$ cat config.mk
export PLATFORM = sky130hd
export DESIGN_NAME = load_cell_adc_serial_reader_unit
export DESIGN_NICKNAME = d
export VERILOG_FILES = /design/src/design/lcadc_pkg.sv /design/src/design/load_cell_adc_serial_reader_unit.sv /design/src/design/lcadc_div.sv
export SDC_FILE = /design/constraint.sdc
export NUM_CORES = 1
export LEC_CHECK = 0
export BUFFER_PORTS_ARGS = -buffer_cell sky130_fd_sc_hd__buf_2
export CORE_ASPECT_RATIO = 0.7
export CORE_MARGIN = 10
export CORE_UTILIZATION = 63
export CTS_CLUSTER_SIZE = 8
export DETAILED_ROUTE_END_ITERATION = 12
export MAX_ROUTING_LAYER = met4
export PLACE_DENSITY = 0.85
export SLEW_MARGIN = 0
export SYNTH_ARGS = -nofsm -noshare
export SYNTH_HDL_FRONTEND = slang
export SYNTH_SLANG_ARGS = --single-unit
export TNS_END_PERCENT = 30
$ cat constraint.sdc
create_clock -name i_clk -period 5.9 [get_ports i_clk]
set_input_delay 0.59 -clock i_clk [delete_from_list [all_inputs] [get_ports i_clk]]
set_output_delay 0.59 -clock i_clk [all_outputs]
set_load 0.1 [all_outputs]
$ cat src/design/lcadc_pkg.sv
`default_nettype none
package lcadc_pkg;

    // Defaults for the top-level parameters
    localparam int SAMPLE_BITS_DEF = 24;
    localparam int COUNT_BITS_DEF  = 8;

    // Fixed widths of the accumulator, the reported average, the timeout and the input count
    localparam int SUM_BITS = 32;
    localparam int AVG_BITS = 24;
    localparam int TMO_BITS = 24;
    localparam int CNT_IN_BITS = 8;

    // Request kinds
    localparam logic [1:0] KIND_TICK  = 2'd0;
    localparam logic [1:0] KIND_AVG   = 2'd1;
    localparam logic [1:0] KIND_DUMMY = 2'd2;

    // Result status codes
    localparam logic [1:0] STAT_OK      = 2'd0;
    localparam logic [1:0] STAT_TIMEOUT = 2'd1;
    localparam logic [1:0] STAT_ZERO_N  = 2'd2;

    // Configuration register indexes
    localparam logic [1:0] CFG_GAIN    = 2'd0;
    localparam logic [1:0] CFG_TIMEOUT = 2'd1;
    localparam logic [1:0] CFG_PDN     = 2'd2;

    // Register reset values
    localparam logic [1:0]          GAIN_RST    = 2'd2;
    localparam logic [TMO_BITS-1:0] TIMEOUT_RST = TMO_BITS'(200000);
    localparam logic                PDN_RST     = 1'b0;

    localparam logic [1:0] GAIN_MAX = 2'd2;

    typedef struct packed {
        logic [1:0]             kind;
        logic                   dout_level;
        logic [CNT_IN_BITS-1:0] sample_count;
    } t_in;

    typedef struct packed {
        logic                       sck_level;
        logic                       result_valid;
        logic signed [AVG_BITS-1:0] average_value;
        logic [1:0]                 status;
        logic                       busy_res;
    } t_out;

endpackage
`default_nettype wire

$ cat src/design/load_cell_adc_serial_reader_unit.sv
// Results: a tick item gives its result in the output register in the cycle
//   after the transfer; the tick that closes an averaged read gives its result
//   when the 32-step restoring divider that forms the average is done.
// Throughput: one tick per cycle while results are taken, none while dividing.
// Reset (i_rst_n low, synchronous): link idle, registers at gain 2,
//   timeout 200000 ticks, power-down off; no result pending.
`default_nettype none
module load_cell_adc_serial_reader_unit #(
    parameter int SAMPLE_BITS = lcadc_pkg::SAMPLE_BITS_DEF,
    parameter int COUNT_BITS  = lcadc_pkg::COUNT_BITS_DEF
) (
    input  wire logic                             i_clk,
    input  wire logic                             i_rst_n,
    // tick channel
    input  wire logic                             i_in_valid,
    output logic                                  o_in_ready,
    input  wire lcadc_pkg::t_in                   i_in,
    // result channel
    output logic                                  o_out_valid,
    input  wire logic                             i_out_ready,
    output lcadc_pkg::t_out                       o_out,
    // configuration writes
    input  wire logic                             i_cfg_valid,
    output logic                                  o_cfg_ready,
    input  wire logic [1:0]                       i_cfg_index,
    input  wire logic [lcadc_pkg::TMO_BITS-1:0]   i_cfg_data
);
    localparam int SB   = lcadc_pkg::SUM_BITS;
    localparam int AB   = lcadc_pkg::AVG_BITS;
    localparam int TB   = lcadc_pkg::TMO_BITS;
    localparam int BC_W = $clog2(SAMPLE_BITS);

    localparam logic signed [SB:0] AVG_MAX = (SB+1)'((64'sd1 <<< (AB - 1)) - 1);
    localparam logic signed [SB:0] AVG_MIN = -(SB+1)'(64'sd1 <<< (AB - 1));

    // Link sequencer phases; each clock and gain phase is one serial-clock half period
    typedef enum logic [2:0] {
        PH_IDLE,
        PH_WAIT,
        PH_CLK_HIGH,
        PH_CLK_LOW,
        PH_GAIN_HIGH,
        PH_GAIN_LOW
    } t_phase;

    // configuration
    logic [1:0]            r_gain;
    logic [TB-1:0]         r_timeout;
    logic                  r_pdn;

    // link state
    t_phase                r_phase,   n_phase;
    logic [BC_W-1:0]       r_bits,    n_bits;
    logic [TB-1:0]         r_wait,    n_wait;
    logic [SAMPLE_BITS-1:0] r_shift,  n_shift;
    logic [SB-1:0]         r_sum,     n_sum;
    logic [COUNT_BITS-1:0] r_done,    n_done;
    logic [COUNT_BITS-1:0] r_want,    n_want;
    logic                  r_dummy,   n_dummy;

    // result register and divider handshake
    lcadc_pkg::t_out       r_out;
    logic                  r_out_valid;
    logic                  r_div_busy;

    lcadc_pkg::t_out       w_step_out;
    logic                  w_finish_avg;
    logic                  w_in_xfer;
    logic                  w_start_div;
    logic [1:0]            w_gsel;
    logic [COUNT_BITS-1:0] w_cnt;
    logic signed [SAMPLE_BITS-1:0] w_samp;
    logic [SB-1:0]         w_samp_ext;
    logic                  w_div_done;
    logic signed [SB:0]    w_quot;
    logic signed [AB-1:0]  w_avg_sat;

    assign o_cfg_ready = 1'b1;
    // A new tick is taken unless the divider is running or an untaken result
    // would be overwritten.
    assign o_in_ready  = !r_div_busy && (!r_out_valid || i_out_ready);
    assign w_in_xfer   = i_in_valid && o_in_ready;
    assign w_start_div = w_in_xfer && w_finish_avg;

    assign w_gsel     = (r_gain > lcadc_pkg::GAIN_MAX) ? lcadc_pkg::GAIN_MAX : r_gain;
    assign w_cnt      = COUNT_BITS'(i_in.sample_count);
    assign w_samp     = r_shift;
    assign w_samp_ext = SB'(w_samp);

    // One tick of the link sequencer
    always_comb begin
        n_phase      = r_phase;
        n_bits       = r_bits;
        n_wait       = r_wait;
        n_shift      = r_shift;
        n_sum        = r_sum;
        n_done       = r_done;
        n_want       = r_want;
        n_dummy      = r_dummy;
        w_finish_avg = 1'b0;
        w_step_out   = '0;
        w_step_out.sck_level = r_pdn;
        unique case (r_phase)
            PH_WAIT: begin
                if (!i_in.dout_level) begin
                    n_bits  = '0;
                    n_shift = '0;
                    n_phase = PH_CLK_HIGH;
                end else if ({1'b0, r_wait} + 1'b1 >= {1'b0, r_timeout}) begin
                    w_step_out.result_valid = 1'b1;
                    w_step_out.status       = lcadc_pkg::STAT_TIMEOUT;
                    n_phase = PH_IDLE;
                end else begin
                    n_wait = r_wait + 1'b1;
                end
            end
            PH_CLK_HIGH: begin
                // data bit sampled on the high half, MSB first
                w_step_out.sck_level = 1'b1;
                n_shift = {r_shift[SAMPLE_BITS-2:0], i_in.dout_level};
                n_phase = PH_CLK_LOW;
            end
            PH_CLK_LOW: begin
                w_step_out.sck_level = 1'b0;
                if (r_bits >= BC_W'(SAMPLE_BITS - 1)) begin
                    n_bits  = '0;
                    n_phase = PH_GAIN_HIGH;
                end else begin
                    n_bits  = r_bits + 1'b1;
                    n_phase = PH_CLK_HIGH;
                end
            end
            PH_GAIN_HIGH: begin
                w_step_out.sck_level = 1'b1;
                n_phase = PH_GAIN_LOW;
            end
            PH_GAIN_LOW: begin
                w_step_out.sck_level = 1'b0;
                if (r_bits < BC_W'(w_gsel)) begin
                    // more gain-select pulses to go
                    n_bits  = r_bits + 1'b1;
                    n_phase = PH_GAIN_HIGH;
                end else begin
                    n_bits = '0;
                    if (r_dummy) begin
                        w_step_out.result_valid = 1'b1;
                        n_phase = PH_IDLE;
                    end else begin
                        n_sum  = r_sum + w_samp_ext;
                        n_done = r_done + 1'b1;
                        if (n_done >= r_want) begin
                            // last sample: average is formed by the divider
                            w_finish_avg = 1'b1;
                            n_phase = PH_IDLE;
                        end else begin
                            n_wait  = '0;
                            n_phase = PH_WAIT;
                        end
                    end
                end
            end
            default: begin
                n_phase = PH_IDLE;
                if (i_in.kind == lcadc_pkg::KIND_AVG) begin
                    if (w_cnt == '0) begin
                        w_step_out.result_valid = 1'b1;
                        w_step_out.status       = lcadc_pkg::STAT_ZERO_N;
                    end else begin
                        n_dummy = 1'b0;
                        n_want  = w_cnt;
                        n_done  = '0;
                        n_sum   = '0;
                        n_wait  = '0;
                        n_shift = '0;
                        n_bits  = '0;
                        n_phase = PH_WAIT;
                    end
                end else if (i_in.kind == lcadc_pkg::KIND_DUMMY) begin
                    n_dummy = 1'b1;
                    n_want  = COUNT_BITS'(1);
                    n_done  = '0;
                    n_sum   = '0;
                    n_wait  = '0;
                    n_shift = '0;
                    n_bits  = '0;
                    n_phase = PH_WAIT;
                end
            end
        endcase
        w_step_out.busy_res = (n_phase != PH_IDLE);
    end

    lcadc_div #(
        .COUNT_BITS (COUNT_BITS)
    ) u_div (
        .i_clk      (i_clk),
        .i_rst_n    (i_rst_n),
        .i_start    (w_start_div),
        .i_dividend (n_sum),
        .i_divisor  (r_want),
        .o_done     (w_div_done),
        .o_quotient (w_quot)
    );

    // clamp the quotient to the signed 24-bit result range
    always_comb begin
        priority if (w_quot > AVG_MAX) begin
            w_avg_sat = AB'(AVG_MAX);
        end else if (w_quot < AVG_MIN) begin
            w_avg_sat = AB'(AVG_MIN);
        end else begin
            w_avg_sat = AB'(w_quot);
        end
    end

    always_ff @(posedge i_clk) begin
        if (!i_rst_n) begin
            r_gain      <= lcadc_pkg::GAIN_RST;
            r_timeout   <= lcadc_pkg::TIMEOUT_RST;
            r_pdn       <= lcadc_pkg::PDN_RST;
            r_phase     <= PH_IDLE;
            r_bits      <= '0;
            r_wait      <= '0;
            r_shift     <= '0;
            r_sum       <= '0;
            r_done      <= '0;
            r_want      <= '0;
            r_dummy     <= 1'b0;
            r_out_valid <= 1'b0;
            r_div_busy  <= 1'b0;
        end else begin
            if (i_cfg_valid) begin
                unique case (i_cfg_index)
                    lcadc_pkg::CFG_GAIN:    r_gain    <= i_cfg_data[1:0];
                    lcadc_pkg::CFG_TIMEOUT: r_timeout <= i_cfg_data;
                    lcadc_pkg::CFG_PDN:     r_pdn     <= i_cfg_data[0];
                    default: ;
                endcase
            end

            if (w_in_xfer) begin
                r_phase <= n_phase;
                r_bits  <= n_bits;
                r_wait  <= n_wait;
                r_shift <= n_shift;
                r_sum   <= n_sum;
                r_done  <= n_done;
                r_want  <= n_want;
                r_dummy <= n_dummy;
            end

            // result register: loaded per tick, or by the divider at the end
            // of an averaged read
            priority if (w_in_xfer && !w_finish_avg) begin
                r_out       <= w_step_out;
                r_out_valid <= 1'b1;
            end else if (w_div_done) begin
                r_out.sck_level     <= 1'b0;
                r_out.result_valid  <= 1'b1;
                r_out.average_value <= w_avg_sat;
                r_out.status        <= lcadc_pkg::STAT_OK;
                r_out.busy_res      <= 1'b0;
                r_out_valid         <= 1'b1;
            end else if (i_out_ready) begin
                r_out_valid <= 1'b0;
            end

            priority if (w_start_div) begin
                r_div_busy <= 1'b1;
            end else if (w_div_done) begin
                r_div_busy <= 1'b0;
            end
        end
    end

    assign o_out_valid = r_out_valid;
    assign o_out       = r_out;

endmodule
`default_nettype wire

$ cat src/design/lcadc_div.sv
`default_nettype none
// Restoring divider: signed sum over an unsigned nonzero count, one quotient
// bit per cycle, truncation toward zero.
module lcadc_div #(
    parameter int COUNT_BITS = lcadc_pkg::COUNT_BITS_DEF
) (
    input  wire logic                                  i_clk,
    input  wire logic                                  i_rst_n,
    input  wire logic                                  i_start,
    input  wire logic signed [lcadc_pkg::SUM_BITS-1:0] i_dividend,
    input  wire logic [COUNT_BITS-1:0]                 i_divisor,
    output logic                                       o_done,
    output logic signed [lcadc_pkg::SUM_BITS:0]        o_quotient
);
    localparam int SB = lcadc_pkg::SUM_BITS;
    localparam int CW = $clog2(SB);

    logic                  r_busy;
    logic                  r_done;
    logic [CW-1:0]         r_cnt;
    logic [SB-1:0]         r_quo;
    logic [COUNT_BITS-1:0] r_rem;
    logic [COUNT_BITS-1:0] r_div;
    logic                  r_neg;

    logic [COUNT_BITS:0]   w_trial;
    logic                  w_ge;
    logic [COUNT_BITS:0]   w_diff;
    logic [SB:0]           w_mag;

    assign w_trial = {r_rem, r_quo[SB-1]};
    assign w_ge    = w_trial >= {1'b0, r_div};
    assign w_diff  = w_trial - {1'b0, r_div};
    assign w_mag   = {1'b0, r_quo};

    always_ff @(posedge i_clk) begin
        if (!i_rst_n) begin
            r_busy <= 1'b0;
            r_done <= 1'b0;
            r_cnt  <= '0;
        end else begin
            r_done <= 1'b0;
            if (i_start) begin
                r_busy <= 1'b1;
                r_cnt  <= '0;
                r_neg  <= i_dividend[SB-1];
                r_quo  <= i_dividend[SB-1] ? SB'(-i_dividend) : SB'(i_dividend);
                r_rem  <= '0;
                r_div  <= i_divisor;
            end else if (r_busy) begin
                r_rem <= w_ge ? w_diff[COUNT_BITS-1:0] : w_trial[COUNT_BITS-1:0];
                r_quo <= {r_quo[SB-2:0], w_ge};
                r_cnt <= r_cnt + 1'b1;
                if (r_cnt == CW'(SB - 1)) begin
                    r_busy <= 1'b0;
                    r_done <= 1'b1;
                end
            end
        end
    end

    assign o_done     = r_done;
    assign o_quotient = r_neg ? -$signed(w_mag) : $signed(w_mag);

endmodule
`default_nettype wire

==> results of run 1 <==
## worst max path at each step
| stage | slack [ns] | depth (start not counted) | to | startpoint |
|---|---|---|---|---|
| floorplan | 0.64 | 6 | u_div.r_quo[0] | o_out_valid |
| global placement | 1.30 | 18 | r_wait[5] | r_wait[0] |
| detailed placement | 1.13 | 18 | r_wait[5] | r_wait[0] |
| CTS | 1.10 | 18 | r_wait[5] | r_wait[0] |
| global route | 0.62 | 19 | r_wait[5] | r_wait[0] |
| finish | 1.03 | 18 | r_wait[5] | r_wait[0] |
## Yosys cell counts (35+ instances only)
library cell  number  area, um^2
xnor2_1           49       429.2
dfxtp_1          141        2823
nor3_1            35       175.2
nand3_1           95       475.5
nand2_1          225       844.6
a21oi_1          135       675.7
inv_1             73       274.0
o21ai_0          105       525.5
nor2_1           136       510.5
clkbuf_1          90       337.8
edfxtp_1          78        2342
a211oi_1          45       337.8
ha_1              82        1026
xor2_1            53       464.2
## cells by family after synthesis
family / synth area share [%]
AND/OR/NAND/NOR: 21.70
AO/OA/AOI/OAI: 23.02
other: 0.02569
XOR/XNOR: 6.120
flip-flops: 35.38
adder cells (fa/ha/maj): 7.303
buffers and inverters: 5.040
multiplexers: 1.397
## through the flow
step                power, uW  hold WS (ns)  utilization [%]  setup slack, ns
floorplan                1992        0.4300                -           0.6383
global placement         2097        0.4414            66.17            1.301
detailed placement       2108        0.4507            66.17            1.131
CTS                      3710        0.2450            69.98            1.104
global route             3817        0.2680            69.99           0.6230
finish                   3710        0.2518            69.99            1.027
## area by class of cell
class | instances | area (um^2)
fill | 1766 | 6822
inverter | 76 | 286.5
multi-input combinational | 1389 | 8728
clock buffer | 48 | 839.6
tap | 312 | 390.4
antenna | 1 | 2.502
sequential | 219 | 5165
clock inverter | 2 | 27.53
timing repair buffer | 87 | 473.0
## metal layers
metal	wire length, um	vias up	track usage, %
met2	16160	637	36.14
li1	-	6578	-
met5	0	-	-
met4	703	0	5.882
met3	4043	60	5.053
met1	18130	6361	37.32
## critical path: stages, from the launching register on
cell and delay [ns]:
dfxtp_1 0.42, ha_1 0.23, nand3_1 0.20, or2_2 0.37, or3_1 0.44, or3_1 0.45
xnor2_1 0.19, ha_1 0.27, a21oi_1 0.16, nor2b_1 0.06, o21ai_0 0.14, nand2b_1 0.07
a21oi_1 0.14, o221a_2 0.21, and3_1 0.23, nand3_1 0.37, buf_4 0.36, o311ai_0 0.29
o21ai_0 0.13
## flip-flops by register name, summed over array words and instances (netlist names), 2 cells and up
signal,flops
r_want,8
r_done,8
r_sum,32
u_div.r_div,8
u_div.r_quo,32
r_phase,3
r_bits,5
r_timeout,24
r_gain,2
u_div.r_rem,8
r_wait,24
o_out,29
u_div.r_cnt,5
r_shift,24
## power groups by stage
stage / logic (uW) / clock network [uW] / registers (uW)
2_1_floorplan: 283 / 0 / 1710
3_3_place_gp: 442 / 0 / 1660
3_5_place_dp: 451 / 0 / 1660
4_1_cts: 455 / 1630 / 1630
5_1_grt: 502 / 1680 / 1630
6_report: 464 / 1620 / 1630
==> metrics.md, run 1 <==
| Metric | Value |
|---|---|
| Yosys reg bits | 219 |
| Switching Fraction | 27.55% |
| Worst reg-to-reg path cell count | 18 |
| Num CTS Buffers | 31 |
| Area grow syn2layout | 9.018% |
| Max FO, Critical Path | 21 |
| Post-synth EDFFs | 78 |
| DRT Wirelength | 39,040 um |
| Worst path required time | 6.34 ns |
| Clock power frac | 43.6% |
| Placeable Area | 22,730 um^2 |
| Reg2Reg Setup Slack | 1.03 ns |
| CTS tree | built |
| Clock buffer depth | 3 |
| Seq pwr share | 43.9% |
| Vias in the first global route | 12,220 |
| DRC viols | 0 |
| Final slew viol count | 0 |
| Grt total ovfl | 0 |
| Count of input and output buffers | 72 |
| RePlAce Congestion | 0.9961 |
| Share of flip-flops with an asynchronous set or reset | 0% |
| Post-Syn Instances | 1,794 |
| Setup TNS | 0 ns |
| Die area | 29,750 um^2 |
| Die Y | 147.4 um |
| Clk_lat worst skew | 0.58 ns |
| Setup-failing EPs final | 0 |
| Leading cell type in the layout, fill and taps excluded | nand2_1 |
| CTS root buffer | clkbuf_16 |
| Yosys cell types | 83 |
| Ys flop type | dfxtp_1 |
| Worst slew pin tran | 1.185 ns |
| Cts hold-fix bufs | 0 |
| PostCTS Resize Cnt | 0 |
| Cell Area, Synth | 14,600 um^2 |
| Combinational power share | 12.5% |
| HPWL Detailed | 28,510 um |
| Post-Place Cells | 2,083 |
| Slew margin rel. | 20.85% |
| Clk sinks | 219 |
| Post-synthesis sequential area ratio | 35.38% |
| Initial antenna violation count | 1 |
| Global-route wire length before repair | 63,160 um |
| Kind of critical path | reg -> reg |
| CTS H-tree depth | 1 |
| Iter 0 DRT Violations | 1,524 |
| Initial core utilization | 64.20% |
| Final worst-path cycle share | 82.60% |
| Global Route Usage Sum | 25.79% |
| Hold Crit Class | in -> reg |
| Worst reg2reg endpoint | r_wait[5] |
| PD cells | 233.2 nW/um^2 |
| Hold Fails Final Rpt | 0 |
| Vias | 13,640 |
| Leak | 0.006115 uW |
| Status | completed |
| Leading cell types in the layout, fill and taps excluded | nand2_1, dfxtp_1, a21oi_1 |
| Hold worst-path end | r_timeout[16] |
| Hold depth | 3 |
| Fmax | 205.2 MHz |
| Post-Syn Nets | 1,920 |
| Clk slew on worst S/H paths | 0.05 ns |
| Startpoint Class | flip-flop |
| Syn avg cell area | 8.136 um^2 |
| # rows | 46 |
| CP Capture Type | flip-flop |
| Num ports | 74 |
| Finished layout cell area | 15,910 um^2 |
| Minimum clock period | 4.873 ns |
| Die Wd | 201.9 um |
| Max_cap viols | 0 |
| Setup Buffers After CTS | 0 |
| Synthesis Warnings | 0 |
| Crit path DAT | 5.31 ns |
| Worst VDD drop | 0.2312 mV |
| Final nets | 1,930 |
| DRT Pass-1 Iters | 6 |
| Reg2reg start | r_wait[0] |
| Antenna Nets Post-Route | 0 |
| Proportion of layout cells with a drive suffix above 1 | 8.677% |
| Switching Power | 1022 uW |
| DR WL/cell | 18.29 um |
| Skew final | 0.02045 ns |
| RSZ-0062 raised after global routing | false |
| Vias per cell | 6.390 |
| Total internal power | 2688 uW |
| Pin count of the biggest net entering global routing | 84 |
| Min-delay src | i_cfg_data[16] |
| Final Non-Filler Cells | 2,134 |
| DP Area | 15,040 um^2 |
No activity file was read; power rests on OpenSTA's default activity.
==> run 2: changes to the inputs <==
clock period = 4.8 ns   (was 5.9 ns; I/O delays follow)
==> run 2 against run 1 <==
  * Design area up 1.0%
  * Clock power up 23%
  * Maximum frequency increased by 9.2%
  * Worst hold slack lost 0.11 ns
  * Core utilization up 0.71 points
  * Sequential power is 23% higher
  * Largest power group unchanged
  * Critical path type unchanged
==> metrics.md, run 2 (same netlist as run 1, synthesis figures left out) <==
| Metric | Value |
|---|---|
| Worst slew pin tran | 1.106 ns |
| HPWL Detailed | 29,400 um |
| Die area | 29,750 um^2 |
| Crit path cell chain | ha_1, nand3_1, or2_2, or3_1, or3_1, xnor2_1, ha_1, a21oi_1, nor2b_1, o21ai_0, nand2b_1, a21oi_1, o221a_2, and3_1, nand3_2, buf_4, o211ai_1, o31ai_1 |
| Clk sinks | 219 |
| DRT Pass-1 Iters | 8 |
| RSZ-0062 raised after global routing | false |
| DP Area | 15,200 um^2 |
| Worst path required time | 5.24 ns |
| Vias | 13,890 |
| Fillers | 1,764 |
| Crit path DAT | 4.90 ns |
| Final slew viol count | 0 |
| CP Capture Type | flip-flop |
| Area grow syn2layout | 10.12% |
| Pin count of the biggest net entering global routing | 82 |
| Num ports | 74 |
| Final worst-path cycle share | 93.01% |
| Startpoint Class | flip-flop |
| Cts hold-fix bufs | 0 |
| Vias in the first global route | 12,520 |
| Fmax | 224.0 MHz |
| CP max stage cell | or3_1 |
| Vias per cell | 6.457 |
| RePlAce Congestion | 0.9795 |
| Antenna Nets Post-Route | 0 |
| Proportion of layout cells with a drive suffix above 1 | 9.630% |
| Grt total ovfl | 0 |
| DRC viols | 0 |
| DR WL/cell | 18.94 um |
| # rows | 46 |
| Die Y | 147.4 um |
| CP peak stage delay | 0.45 ns |
| Clock buffer depth | 3 |
| CTS H-tree depth | 1 |
| Iter 0 DRT Violations | 1,724 |
| Setup-failing EPs final | 0 |
| PD cells | 285.4 nW/um^2 |
| CTS tree | built |
| Global-route wire length before repair | 66,390 um |
| Pre-CTS setup slack | 0.3292 ns |
| Max FO, Critical Path | 12 |
| Final WS setup | 0.3356 ns |
| Status | completed |
| Slew margin rel. | 26.26% |
| Global Route Usage Sum | 27.26% |
| Finished layout cell area | 16,070 um^2 |
| Count of input and output buffers | 72 |
| Clk slew on worst S/H paths | 0.05 ns |
| Kind of critical path | reg -> reg |
| DRT Wirelength | 40,740 um |
| Placeable Area | 22,730 um^2 |
| Initial core utilization | 64.20% |
| CTS root buffer | clkbuf_16 |
| Leading cell types in the layout, fill and taps excluded | nand2_1, dfxtp_1, a21oi_1 |
| Initial antenna violation count | 1 |
| Worst VDD drop | 0.2631 mV |
| Clk_lat worst skew | 0.57 ns |
| Max_cap viols | 0 |
| Setup TNS | 0 ns |
| Hold Fails Final Rpt | 0 |
| Minimum clock period | 4.464 ns |
| WHS | 0.1370 ns |
| Hold Crit Class | in -> reg |
| Skew final | 0.01444 ns |
| Leak | 0.006212 uW |
| Finished Core Util | 70.70% |
| Num CTS Buffers | 31 |
| Die Wd | 201.9 um |
| Final nets | 1,948 |
| Leading cell type in the layout, fill and taps excluded | nand2_1 |
-- run 2: cell count changes in the layout (fill, tap and decap cells not counted) --
| cell | change |
|---|---|
| buf_4 | +16 |
| buf_12 | +2 |
| clkbuf_1 | -1 |
| nand3_1 | -1 |
| nand3_2 | +1 |
-- run 2: layout make-up --
cell class	instances	area (um^2)	share of cell area (%)
inverter	76	286.5	1.783
clock inverter	2	27.53	0.1712
antenna	1	2.502	0.01557
sequential	219	5165	32.13
tap	312	390.4	2.429
clock buffer	47	835.8	5.200
multi-input combinational	1389	8733	54.33
timing repair buffer	105	633.1	3.939
-- run 2: path summary, 6_finish.rpt --
check / endpoint / from / depth (start not counted) / slack, ns
worst min-delay path: r_timeout[11] / i_cfg_data[11] / 3 / 0.14
worst min register to register: r_timeout[1] / r_timeout[1] / 2 / 0.45
worst max-delay path: r_wait[21] / r_wait[0] / 18 / 0.34
worst max register to register: r_wait[21] / r_wait[0] / 18 / 0.34
-- run 2: repair_timing --
action                                  in CTS  in global routing
buffers inserted                             0                  0
endpoints found under the setup margin       0                  9
gates resized for setup                      0                  1
-- run 2: power breakdown --
| part | switching [uW] | total [uW] | internal (uW) |
|---|---|---|---|
| Combinational | 425 | 591 | 166 |
| Clock | 814 | 1990 | 1180 |
| Sequential | 41.0 | 2000 | 1960 |
| Total | 1280 | 4590 | 3310 |
-- run 2: per-stage QoR --
| stage | std cells | total power, uW |
|---|---|---|
| after floorplan | 1794 | 2449 |
| after detailed placement | 2101 | 2609 |
| final | 2151 | 4588 |
| after global routing | 2151 | 4728 |
| after global placement | 2101 | 2595 |
| after CTS | 2150 | 4580 |
-- run 2: worst max-delay path, delay by kind of cell (launching register included) --
| family | cells | cell delay [ns] |
|---|---|---|
| simple gates | 8 | 2.04 |
| compound gates | 6 | 0.94 |
| fa+ha+maj | 2 | 0.54 |
| flops | 1 | 0.41 |
| buf+inv | 1 | 0.26 |
| xor+xnor | 1 | 0.16 |
-- run 2: layer usage --
layer  routed length (um)  vias to the layer above  track usage (%)
met1                18680                     6467            39.17
met3                 4557                       85            6.810
met5                    0                        -                -
li1                     -                     6618                -
met2                16780                      719            37.57
met4                  733                        0            5.770
